[src/sv/pmsec_pkg.sv]
// Shared types and constants for the two-dimensional parity checker.
`timescale 1ns / 1ps
package pmsec_pkg;

  localparam int unsigned SIZE_W    = 7;  // matrix_size register width
  localparam int unsigned POS_OUT_W = 7;  // error_row / error_column width
  localparam int unsigned VERDICT_W = 2;
  localparam int unsigned CFG_DW    = 32;
  localparam int unsigned CFG_AW    = 1;

  localparam logic [CFG_AW-1:0] REG_MATRIX_SIZE = 1'b0;

  typedef enum logic [VERDICT_W-1:0] {
    VERDICT_OK      = 2'd0,
    VERDICT_FIX     = 2'd1,
    VERDICT_CORRUPT = 2'd2
  } verdict_t;

  // Control word of the update stage.
  typedef struct packed {
    logic vld;
    logic data_bit;
    logic first_row;
    logic end_row;
    logic end_mat;
  } step_t;

  typedef struct packed {
    verdict_t               verdict;
    logic [POS_OUT_W-1:0]   error_row;
    logic [POS_OUT_W-1:0]   error_column;
  } result_t;

endpackage

[src/sv/pmsec_if.sv]
// Valid/ready channel interfaces for the input bits and the verdicts.
`timescale 1ns / 1ps
interface pmsec_in_if;
  logic valid;
  logic ready;
  logic data_bit;

  modport source (output valid, output data_bit, input ready);
  modport sink   (input valid, input data_bit, output ready);
endinterface

interface pmsec_out_if;
  logic       valid;
  logic       ready;
  logic [1:0] verdict;
  logic [6:0] error_row;
  logic [6:0] error_column;

  modport source (output valid, output verdict, output error_row, output error_column,
                  input ready);
  modport sink   (input valid, input verdict, input error_row, input error_column,
                  output ready);
endinterface

[src/sv/parity_matrix_single_error_check_top.sv]
// Top level of the two-dimensional parity checker with single-bit correction.
`timescale 1ns / 1ps
// Feed the bits of a square 0/1 matrix, row-major, one bit per input beat; after
// the last bit of each matrix one result beat gives the verdict (ok, single bit
// to change, corrupt) and, for a single-bit error, its 1-based row and column.
// The block takes one bit per clock, matrix boundaries included, unless the last
// bit of a matrix is held off for want of a queue slot: each bit is a read of its
// column's parity from the column memory in the issue cycle and a write-back in the
// next. Two verdicts can wait in the output queue before the last bit of a
// further matrix is held off. matrix_size (register 0, byte address 0, 7 bits,
// reset 1) sets rows and columns; 0 acts as 1, values above MAX_SIZE act as
// MAX_SIZE. Writing it restarts the matrix; write it only while idle.
// No clearing pass after reset: the first row of every matrix overwrites the
// column memory.
module parity_matrix_single_error_check_top import pmsec_pkg::*; #(
  parameter int unsigned MAX_SIZE = 64
) (
  input  logic              clk,
  input  logic              rst_n,
  pmsec_in_if.sink          in_ch,
  pmsec_out_if.source       out_ch,
  input  logic              psel,
  input  logic              penable,
  input  logic              pwrite,
  input  logic [CFG_AW-1:0] paddr,
  input  logic [CFG_DW-1:0] pwdata,
  output logic [CFG_DW-1:0] prdata,
  output logic              pready
);

  localparam int unsigned IW = (MAX_SIZE > 1) ? $clog2(MAX_SIZE) : 1;

  logic              cfg_wr;
  logic [SIZE_W-1:0] matrix_size;
  logic              slot_free;
  logic              accept;
  logic [IW-1:0]     rd_addr;
  step_t             step;
  logic [IW-1:0]     step_col, step_row;
  logic              rd_parity;
  logic              wr_en, wr_parity;
  logic [IW-1:0]     wr_addr;
  logic              push, pop;
  result_t           result, head;
  logic              head_valid;
  logic [1:0]        q_count;

  // APB: zero-wait; writes land on the access phase
  assign pready = 1'b1;
  assign cfg_wr = psel && penable && pwrite && (paddr == REG_MATRIX_SIZE);
  assign prdata = (paddr == REG_MATRIX_SIZE) ? CFG_DW'(matrix_size) : '0;

  // Last bit of a matrix only enters when a queue slot is sure to be free:
  // queued verdicts plus one in the update stage, less one leaving now.
  assign pop       = out_ch.valid && out_ch.ready;
  assign slot_free = ({1'b0, q_count} + {2'b00, step.vld && step.end_mat})
                     < (3'd2 + {2'b00, pop});

  pmsec_ctrl #(.MAX_SIZE(MAX_SIZE), .IW(IW)) u_ctrl (
    .clk         (clk),
    .rst_n       (rst_n),
    .cfg_wr      (cfg_wr),
    .cfg_size    (pwdata[SIZE_W-1:0]),
    .matrix_size (matrix_size),
    .in_valid    (in_ch.valid),
    .in_data     (in_ch.data_bit),
    .in_ready    (in_ch.ready),
    .slot_free   (slot_free),
    .accept      (accept),
    .rd_addr     (rd_addr),
    .step        (step),
    .step_col    (step_col),
    .step_row    (step_row)
  );

  pmsec_colmem #(.MAX_SIZE(MAX_SIZE), .IW(IW)) u_colmem (
    .clk   (clk),
    .re    (accept),
    .raddr (rd_addr),
    .rdata (rd_parity),
    .we    (wr_en),
    .waddr (wr_addr),
    .wdata (wr_parity)
  );

  pmsec_accum #(.MAX_SIZE(MAX_SIZE), .IW(IW)) u_accum (
    .clk       (clk),
    .rst_n     (rst_n),
    .clear     (cfg_wr),
    .step      (step),
    .step_col  (step_col),
    .step_row  (step_row),
    .rd_parity (rd_parity),
    .wr_en     (wr_en),
    .wr_addr   (wr_addr),
    .wr_parity (wr_parity),
    .push      (push),
    .result    (result)
  );

  pmsec_outq u_outq (
    .clk        (clk),
    .rst_n      (rst_n),
    .push       (push),
    .push_data  (result),
    .pop        (pop),
    .head_valid (head_valid),
    .head       (head),
    .count      (q_count)
  );

  assign out_ch.valid        = head_valid;
  assign out_ch.verdict      = head.verdict;
  assign out_ch.error_row    = head.error_row;
  assign out_ch.error_column = head.error_column;

endmodule

[src/sv/pmsec_colmem.sv]
// Column parity memory: one bit per column, one write and one registered read port.
`timescale 1ns / 1ps
module pmsec_colmem #(
  parameter int unsigned MAX_SIZE = 64,
  parameter int unsigned IW       = 6
) (
  input  logic          clk,
  input  logic          re,
  input  logic [IW-1:0] raddr,
  output logic          rdata,
  input  logic          we,
  input  logic [IW-1:0] waddr,
  input  logic          wdata
);

  logic mem [MAX_SIZE];
  logic rdata_r;

  always_ff @(posedge clk) begin
    if (we) begin
      mem[waddr] <= wdata;
    end
  end

  always_ff @(posedge clk) begin
    if (re) begin
      rdata_r <= mem[raddr];
    end
  end

  assign rdata = rdata_r;

endmodule

[src/sv/pmsec_ctrl.sv]
// Size register, row/column sequencer and issue stage for the column memory.
`timescale 1ns / 1ps
module pmsec_ctrl import pmsec_pkg::*; #(
  parameter int unsigned MAX_SIZE = 64,
  parameter int unsigned IW       = 6
) (
  input  logic              clk,
  input  logic              rst_n,
  input  logic              cfg_wr,
  input  logic [SIZE_W-1:0] cfg_size,
  output logic [SIZE_W-1:0] matrix_size,
  input  logic              in_valid,
  input  logic              in_data,
  output logic              in_ready,
  input  logic              slot_free,
  output logic              accept,
  output logic [IW-1:0]     rd_addr,
  output step_t             step,
  output logic [IW-1:0]     step_col,
  output logic [IW-1:0]     step_row
);

  logic [SIZE_W-1:0] size_r, size_nxt;
  logic [IW-1:0]     col_r, col_nxt;
  logic [IW-1:0]     row_r, row_nxt;
  step_t             step_r, step_nxt;
  logic [IW-1:0]     scol_r, srow_r;
  logic [8:0]        size_eff;
  logic [IW-1:0]     last_idx;
  logic              end_row, end_mat;

  // zero counts as one, oversize clamps to the memory depth
  always_comb begin
    if (size_r == '0) begin
      size_eff = 9'd1;
    end else if ({2'b00, size_r} > 9'(MAX_SIZE)) begin
      size_eff = 9'(MAX_SIZE);
    end else begin
      size_eff = {2'b00, size_r};
    end
  end

  assign last_idx = IW'(size_eff - 9'd1);
  assign end_row  = (col_r == last_idx);
  assign end_mat  = end_row && (row_r == last_idx);
  assign in_ready = !end_mat || slot_free;
  assign accept   = in_valid && in_ready;

  always_comb begin
    size_nxt = size_r;
    col_nxt  = col_r;
    row_nxt  = row_r;
    step_nxt = '0;
    if (cfg_wr) begin
      size_nxt = cfg_size;
      col_nxt  = '0;
      row_nxt  = '0;
    end else if (accept) begin
      step_nxt.vld       = 1'b1;
      step_nxt.data_bit  = in_data;
      step_nxt.first_row = (row_r == '0);
      step_nxt.end_row   = end_row;
      step_nxt.end_mat   = end_mat;
      col_nxt = end_row ? '0 : col_r + IW'(1);
      if (end_row) begin
        row_nxt = end_mat ? '0 : row_r + IW'(1);
      end
    end
  end

  always_ff @(posedge clk) begin
    if (!rst_n) begin
      size_r <= SIZE_W'(1);
      col_r  <= '0;
      row_r  <= '0;
      step_r <= '0;
    end else begin
      size_r <= size_nxt;
      col_r  <= col_nxt;
      row_r  <= row_nxt;
      step_r <= step_nxt;
    end
  end

  always_ff @(posedge clk) begin
    if (accept) begin
      scol_r <= col_r;
      srow_r <= row_r;
    end
  end

  assign matrix_size = size_r;
  assign rd_addr     = col_r;
  assign step        = step_r;
  assign step_col    = scol_r;
  assign step_row    = srow_r;

  // a later-row read never meets the write still in flight to the same column
  a_no_raw_hazard: assert property (@(posedge clk) disable iff (!rst_n)
    (accept && step_r.vld && (row_r != '0)) |-> (col_r != scol_r))
    else $error("column read overlaps pending write");

  a_cfg_restart: assert property (@(posedge clk) disable iff (!rst_n)
    cfg_wr |=> (col_r == '0) && (row_r == '0))
    else $error("size write did not restart the matrix");

endmodule

[src/sv/pmsec_accum.sv]
// Update stage: column parity read-modify-write, odd row/column tallies, verdict.
`timescale 1ns / 1ps
module pmsec_accum import pmsec_pkg::*; #(
  parameter int unsigned MAX_SIZE = 64,
  parameter int unsigned IW       = 6
) (
  input  logic          clk,
  input  logic          rst_n,
  input  logic          clear,
  input  step_t         step,
  input  logic [IW-1:0] step_col,
  input  logic [IW-1:0] step_row,
  input  logic          rd_parity,
  output logic          wr_en,
  output logic [IW-1:0] wr_addr,
  output logic          wr_parity,
  output logic          push,
  output result_t       result
);

  localparam int unsigned CW = $clog2(MAX_SIZE + 1);

  logic          rowpar_r, rowpar_nxt;
  logic [1:0]    orc_r, orc_nxt;
  logic [IW-1:0] ori_r, ori_nxt;
  logic [CW-1:0] occ_r, occ_nxt;
  logic [IW-1:0] oxor_r, oxor_nxt;
  logic          par_new;

  // first row of a matrix overwrites whatever the memory held
  assign par_new   = (step.first_row ? 1'b0 : rd_parity) ^ step.data_bit;
  assign wr_en     = step.vld;
  assign wr_addr   = step_col;
  assign wr_parity = par_new;
  assign push      = step.vld && step.end_mat;

  always_comb begin
    rowpar_nxt = rowpar_r;
    orc_nxt    = orc_r;
    ori_nxt    = ori_r;
    occ_nxt    = occ_r;
    oxor_nxt   = oxor_r;
    if (step.vld && step.data_bit) begin
      rowpar_nxt = ~rowpar_r;
      oxor_nxt   = oxor_r ^ step_col;
      if (par_new) begin
        occ_nxt = occ_r + CW'(1);
      end else if (occ_r != '0) begin
        occ_nxt = occ_r - CW'(1);
      end
    end
    if (step.vld && step.end_row) begin
      if (rowpar_nxt) begin
        if (orc_r != 2'd2) begin
          orc_nxt = orc_r + 2'd1;
        end
        ori_nxt = step_row;
      end
      rowpar_nxt = 1'b0;
    end
  end

  always_comb begin
    result = '{verdict: VERDICT_CORRUPT, error_row: '0, error_column: '0};
    if ((orc_nxt == 2'd0) && (occ_nxt == '0)) begin
      result.verdict = VERDICT_OK;
    end else if ((orc_nxt == 2'd1) && (occ_nxt == CW'(1))) begin
      result.verdict      = VERDICT_FIX;
      result.error_row    = POS_OUT_W'(ori_nxt) + POS_OUT_W'(1);
      result.error_column = POS_OUT_W'(oxor_nxt) + POS_OUT_W'(1);
    end
  end

  always_ff @(posedge clk) begin
    if (!rst_n || clear || push) begin
      rowpar_r <= 1'b0;
      orc_r    <= '0;
      ori_r    <= '0;
      occ_r    <= '0;
      oxor_r   <= '0;
    end else begin
      rowpar_r <= rowpar_nxt;
      orc_r    <= orc_nxt;
      ori_r    <= ori_nxt;
      occ_r    <= occ_nxt;
      oxor_r   <= oxor_nxt;
    end
  end

  a_fix_has_position: assert property (@(posedge clk) disable iff (!rst_n)
    (push && (result.verdict == VERDICT_FIX)) |->
      (result.error_row != '0) && (result.error_column != '0))
    else $error("single-bit verdict without a position");

endmodule

[src/sv/pmsec_outq.sv]
// Two-entry verdict queue between the update stage and the result channel.
`timescale 1ns / 1ps
module pmsec_outq import pmsec_pkg::*; (
  input  logic       clk,
  input  logic       rst_n,
  input  logic       push,
  input  result_t    push_data,
  input  logic       pop,
  output logic       head_valid,
  output result_t    head,
  output logic [1:0] count
);

  result_t    slot_r [2];
  logic       wptr_r, wptr_nxt;
  logic       rptr_r, rptr_nxt;
  logic [1:0] cnt_r, cnt_nxt;

  always_comb begin
    wptr_nxt = push ? ~wptr_r : wptr_r;
    rptr_nxt = pop  ? ~rptr_r : rptr_r;
    cnt_nxt  = cnt_r + {1'b0, push} - {1'b0, pop};
  end

  always_ff @(posedge clk) begin
    if (!rst_n) begin
      wptr_r <= 1'b0;
      rptr_r <= 1'b0;
      cnt_r  <= '0;
    end else begin
      wptr_r <= wptr_nxt;
      rptr_r <= rptr_nxt;
      cnt_r  <= cnt_nxt;
    end
  end

  always_ff @(posedge clk) begin
    if (push) begin
      slot_r[wptr_r] <= push_data;
    end
  end

  assign head_valid = (cnt_r != '0);
  assign head       = slot_r[rptr_r];
  assign count      = cnt_r;

  a_no_overflow: assert property (@(posedge clk) disable iff (!rst_n)
    (cnt_r == 2'd2) |-> (!push || pop))
    else $error("verdict queue overflow");

endmodule
[src/flat_wrapper.sv]
// flat-port wrapper written by rule: the top's interface ports become plain ports
module parity_matrix_single_error_check_top_flat import pmsec_pkg::*;
#(
  parameter int unsigned MAX_SIZE = 64
)
  (clk, rst_n, psel, penable, pwrite, paddr, pwdata, prdata, pready, in_ch_valid, in_ch_data_bit, in_ch_ready, out_ch_valid, out_ch_verdict, out_ch_error_row, out_ch_error_column, out_ch_ready);
  pmsec_in_if in_ch_i ();
  pmsec_out_if out_ch_i ();
  input  logic clk;
  input  logic rst_n;
  input  logic psel;
  input  logic penable;
  input  logic pwrite;
  input  logic [CFG_AW-1:0] paddr;
  input  logic [CFG_DW-1:0] pwdata;
  output logic [CFG_DW-1:0] prdata;
  output logic pready;
  input wire logic [$bits(in_ch_i.valid)-1:0] in_ch_valid;
  input wire logic [$bits(in_ch_i.data_bit)-1:0] in_ch_data_bit;
  output wire logic [$bits(in_ch_i.ready)-1:0] in_ch_ready;
  output wire logic [$bits(out_ch_i.valid)-1:0] out_ch_valid;
  output wire logic [$bits(out_ch_i.verdict)-1:0] out_ch_verdict;
  output wire logic [$bits(out_ch_i.error_row)-1:0] out_ch_error_row;
  output wire logic [$bits(out_ch_i.error_column)-1:0] out_ch_error_column;
  input wire logic [$bits(out_ch_i.ready)-1:0] out_ch_ready;
  assign in_ch_i.valid = in_ch_valid;
  assign in_ch_i.data_bit = in_ch_data_bit;
  assign in_ch_ready = in_ch_i.ready;
  assign out_ch_valid = out_ch_i.valid;
  assign out_ch_verdict = out_ch_i.verdict;
  assign out_ch_error_row = out_ch_i.error_row;
  assign out_ch_error_column = out_ch_i.error_column;
  assign out_ch_i.ready = out_ch_ready;
  parity_matrix_single_error_check_top #(.MAX_SIZE(MAX_SIZE)) u_core (.clk(clk), .rst_n(rst_n), .in_ch(in_ch_i), .out_ch(out_ch_i), .psel(psel), .penable(penable), .pwrite(pwrite), .paddr(paddr), .pwdata(pwdata), .prdata(prdata), .pready(pready));
endmodule
[config.mk]
export PLATFORM = sky130hd
export DESIGN_NAME = parity_matrix_single_error_check_top_flat
export DESIGN_NICKNAME = d
export VERILOG_FILES = /design/src/sv/pmsec_pkg.sv /design/src/sv/pmsec_if.sv /design/src/sv/parity_matrix_single_error_check_top.sv /design/src/sv/pmsec_colmem.sv /design/src/sv/pmsec_ctrl.sv /design/src/sv/pmsec_accum.sv /design/src/sv/pmsec_outq.sv /design/src/flat_wrapper.sv
export SDC_FILE = /design/constraint.sdc
export NUM_CORES = 1
export LEC_CHECK = 0
export BUFFER_PORTS_ARGS = -buffer_cell sky130_fd_sc_hd__buf_4
export CAP_MARGIN = 20
export CORE_ASPECT_RATIO = 0.7
export CORE_MARGIN = 8
export CORE_UTILIZATION = 36
export DETAILED_ROUTE_END_ITERATION = 8
export MAX_ROUTING_LAYER = met4
export PLACE_DENSITY = 0.62
export SLEW_MARGIN = 20
export SYNTH_ARGS = -nofsm -noshare
export SYNTH_HDL_FRONTEND = slang
export SYNTH_SLANG_ARGS = --single-unit
[constraint.sdc]
create_clock -name clk -period 3 [get_ports clk]
set_input_delay 0.3 -clock clk [delete_from_list [all_inputs] [get_ports clk]]
set_output_delay 0.3 -clock clk [all_outputs]
set_load 0.05 [all_outputs]
==> results by group <==
Status
  • Status: finished, violations left
  • Violated checks: negative setup slack

CTS
  • Clock root cell: clkbuf_16
  • Max clock buf depth: 2
  • Htree depth: 4
  • TritonCTS Buffers: 17
  • Clock latency on the worst-skew pair: 420 ps
  • TritonCTS clock tree: built
  • Sink Count: 160
  • Reg clk slew, reported paths: 60 ps

STA
  • Fmax: 0.330 GHz
  • Measured slew at the worst slew-check pin: 869 ps
  • Worst hold slack: 94.2 ps
  • Setup slack after layout: -30.7 ps
  • Pins Over Slew Limit: 0
  • Setup Viol. Count Final: 1
  • Setup TNS: -30.7 ps
  • Fin Clk Skew: 9.88 ps
  • Final hold violations: 0
  • Min Clock Period, post-route: 3030 ps
  • Unrepaired setup endpoints after global routing: yes
  • Max-slew headroom: 41.9%
  • Period utilization: 101%

Synth
  • Ranking of synthesized cells by area: edfxtp_1 42%, dfxtp_1 13%, mux4_2 6.0%
  • Area leader, netlist: edfxtp_1
  • Syn Inst Count: 701
  • Synth unique cells: 59
  • Yosys warnings: 0
  • Post-synth EDFFs: 109
  • Avg Cell Area, Syn: 11.2 µm²
  • Synth Flop Type: edfxtp_1
  • Sequential share of the synthesized area: 54.6%
  • Post-synth ARST share: 0%
  • Seq cells post-synth: 160
  • Yosys top cell area share: 41.6%
  • Mapped cell area: 7860 µm²

Global routing
  • Antenna violations before repair: 0
  • Grt total ovfl: 0
  • Largest net degree at the start of global routing: 65
  • GRT Total Usage: 13.2%
  • Global-route wire length before repair: 27,400 µm
  • Vias in the first global route: 5,207

Die
  • Core ar.: 21,600 µm²
  • Initial core utilization: 36.5%
  • Rows: 45
  • Die Area: 26,900 µm²
  • Die width: 193 µm
  • Die H: 140 µm
  • Ports: 92

Placement
  • DP HPWL: 11,800 µm
  • Placed insts: 1,016
  • GPL Wtd Cong: 0.830
  • Buffers on Ports: 40

Power
  • Pwr Density: 633 nW/µm²
  • LEAKAGE: 0.00331 µW
  • Maximum VDD drop: 0.422 mV
  • Total power: 5870 µW

Finish
  • Layout Cells excl Fill: 1,056
  • Layout area overhead: 18.1%
  • Nets: 816
  • FILL cells: 2,027
  • Antenna cells: 0
  • Layout cell share with drive strength beyond 1: 23.0%

Detailed routing
  • Vias post-DR: 5,380
  • DRC violations left: 0
  • Total iterations of the first detailed-routing run: 5
  • DRT iter0 DRCs: 397
  • Avg WL per Cell: 16.2 µm
  • Post-route ant nets: 0
  • Drt total wl: 17,100 µm
  • Vias per cell: 5.09

Critical path
  • Crit Path Category: register to output pin
  • Setup crit end kind: output pin
  • Crit path DAT: 2730 ps
  • Worst Path Required: 2700 ps
  • Worst-path fanout max: 9
  • Startpoint types: register

Job
  • Max-cap check violation count: 0

Hold path
  • Hold crit path type: input port to register
-- state kept, by name, summed over array words and instances, names as in the netlist, named ones only --
| name | count |
|---|---|
| u_core.u_accum.ori_r | 6 |
| u_core.u_accum.orc_r | 2 |
| u_core.u_accum.rowpar_r | 1 |
| u_core.u_ctrl.step_row | 6 |
| u_core.u_outq.count | 2 |
| u_core.u_ctrl.rd_addr | 6 |
| u_core.u_accum.oxor_r | 6 |
| u_core.u_colmem.rdata | 1 |
| u_core.u_ctrl.matrix_size | 7 |
| u_core.u_ctrl.step | 5 |
| u_core.u_ctrl.step_col | 6 |
| u_core.u_outq.rptr_r | 1 |
| u_core.u_accum.occ_r | 7 |
| u_core.u_ctrl.row_r | 6 |
| u_core.u_outq.slot_r | 32 |
| u_core.u_colmem.mem | 64 |
| u_core.u_outq.wptr_r | 1 |
-- cell type report --
type	count	area, µm²	area share [%]
repair buffers	80	624	6.72
flip-flops and latches	160	4300	46.3
well taps	282	353	3.80
clock inverters	14	158	1.70
inverters	26	97.6	1.05
clock buffers	18	429	4.62
multi-input cells	476	3320	35.8
-- worst max-delay path: stages (launching register included) --
cell       delay, ps
dfxtp_1          320
buf_4            170
or3_4            410
o31a_1           350
a2111oi_4        330
a311oi_2         100
nor4_2           290
buf_4            150
nand2_2           50
buf_8            150
-- synth_stat cells (3+ instances only) --
| library cell | count |
|---|---|
| o22ai_1 | 3 |
| edfxtp_1 | 109 |
| o21a_1 | 4 |
| and3_1 | 10 |
| or2_2 | 3 |
| nand4b_1 | 3 |
| buf_4 | 27 |
| nor3b_1 | 4 |
| o211ai_1 | 3 |
| nor3_1 | 29 |
| and2_1 | 10 |
| o221ai_1 | 7 |
| nand2b_1 | 6 |
| a21oi_1 | 11 |
| nand3b_1 | 3 |
| o21ai_0 | 14 |
| nor4_1 | 4 |
| nor2b_1 | 21 |
| nand2_1 | 50 |
| o31ai_1 | 3 |
| mux2i_1 | 16 |
| inv_1 | 26 |
| mux4_2 | 21 |
| dfxtp_1 | 51 |
| or3_1 | 6 |
| nor2_1 | 102 |
| nand4_1 | 7 |
| ha_1 | 14 |
| mux2_2 | 18 |
| clkbuf_1 | 32 |
| xor2_1 | 14 |
| xnor2_1 | 16 |
| a211oi_1 | 3 |
| nand3_1 | 17 |
-- repair_timing --
action                                  in CTS  in global routing
hold buffers                                 0                  0
pin swaps                                   12                  4
gates cloned                                 0                  1
buffers inserted                             6                  1
resized for setup                           20                  4
endpoints found under the setup margin      19                 41
endpoints found under the hold margin        0                  0
-- cell families (layout without fill, tap and decap cells) --
logic type | Yosys count | count (layout) | share of synthesized area [%]
buffers and inverters | 90 | 138 | 5.65
flip-flops | 160 | 160 | 54.6
other | 2 | 26 | 0.0955
XOR/XNOR | 30 | 30 | 3.34
AO/OA/AOI/OAI | 66 | 67 | 5.81
AND/OR/NAND/NOR | 283 | 283 | 17.5
multiplexers | 56 | 56 | 10.8
adder cells (fa/ha/maj) | 14 | 14 | 2.23
-- per-stage QoR --
stage	cell area (µm²)	util, %	worst slack, ps
2_1_floorplan	7960	-	-17.9
3_3_place_gp	8520	39.5	-9.17
3_5_place_dp	8520	39.5	-70.5
4_1_cts	9230	42.8	-17.3
5_1_grt	9290	43.1	-220
6_report	9290	43.1	-30.7
-- metal layers --
metal	GRT usage, %	vias up	wire length, µm
met5	-	-	0
met4	3.17	0	178
met3	4.09	21	1110
met2	18.2	142	7360
met1	18.4	2626	8490
li1	-	2591	-
-- power breakdown --
| group | leakage, µW | total [µW] | switching (µW) | internal [µW] |
|---|---|---|---|---|
| Sequential | 0.00141 | 2560 | 86.0 | 2480 |
| Combinational | 0.00162 | 1180 | 756 | 423 |
| Clock | 0.000283 | 2130 | 891 | 1240 |
| Total | 0.00331 | 5870 | 1730 | 4140 |
-- final timing paths --
path                                                   from                                        end  slack, ps  cells past startpoint
setup / recovery  u_core.u_ctrl.matrix_size[0]$_SDFFE_PN1P_                                in_ch_ready        -30                      9
setup reg to reg  u_core.u_ctrl.matrix_size[3]$_SDFFE_PN0P_        u_core.u_ctrl.step_row[1]$_DFFE_PN_         80                     12
hold reg to reg            u_core.u_ctrl.step[1]$_SDFF_PP0_         u_core.u_accum.rowpar_r$_SDFF_PP0_        440                      1
hold / removal                                    pwdata[0]  u_core.u_ctrl.matrix_size[0]$_SDFFE_PN1P_         90                      3
-- placed cells by master, fill, tap and decap left out, drive strengths merged, types with 4 or more instances in the layout --
cell type    n
edfxtp     109
nor2       102
buf         80
dfxtp       51
nand2       50
inv         30
nor3        29
conb        26
nor2b       21
mux4        21
mux2        19
clkbuf      18
nand3       17
mux2i       16
xnor2       16
xor2        14
o21ai       14
ha          14
a21oi       14
and2        11
and3        10
o221ai       7
nand4        7
nand2b       6
or3          6
clkinv       6
nor4         5
o21a         4
nor3b        4
Power figures use the tool's default switching activity.
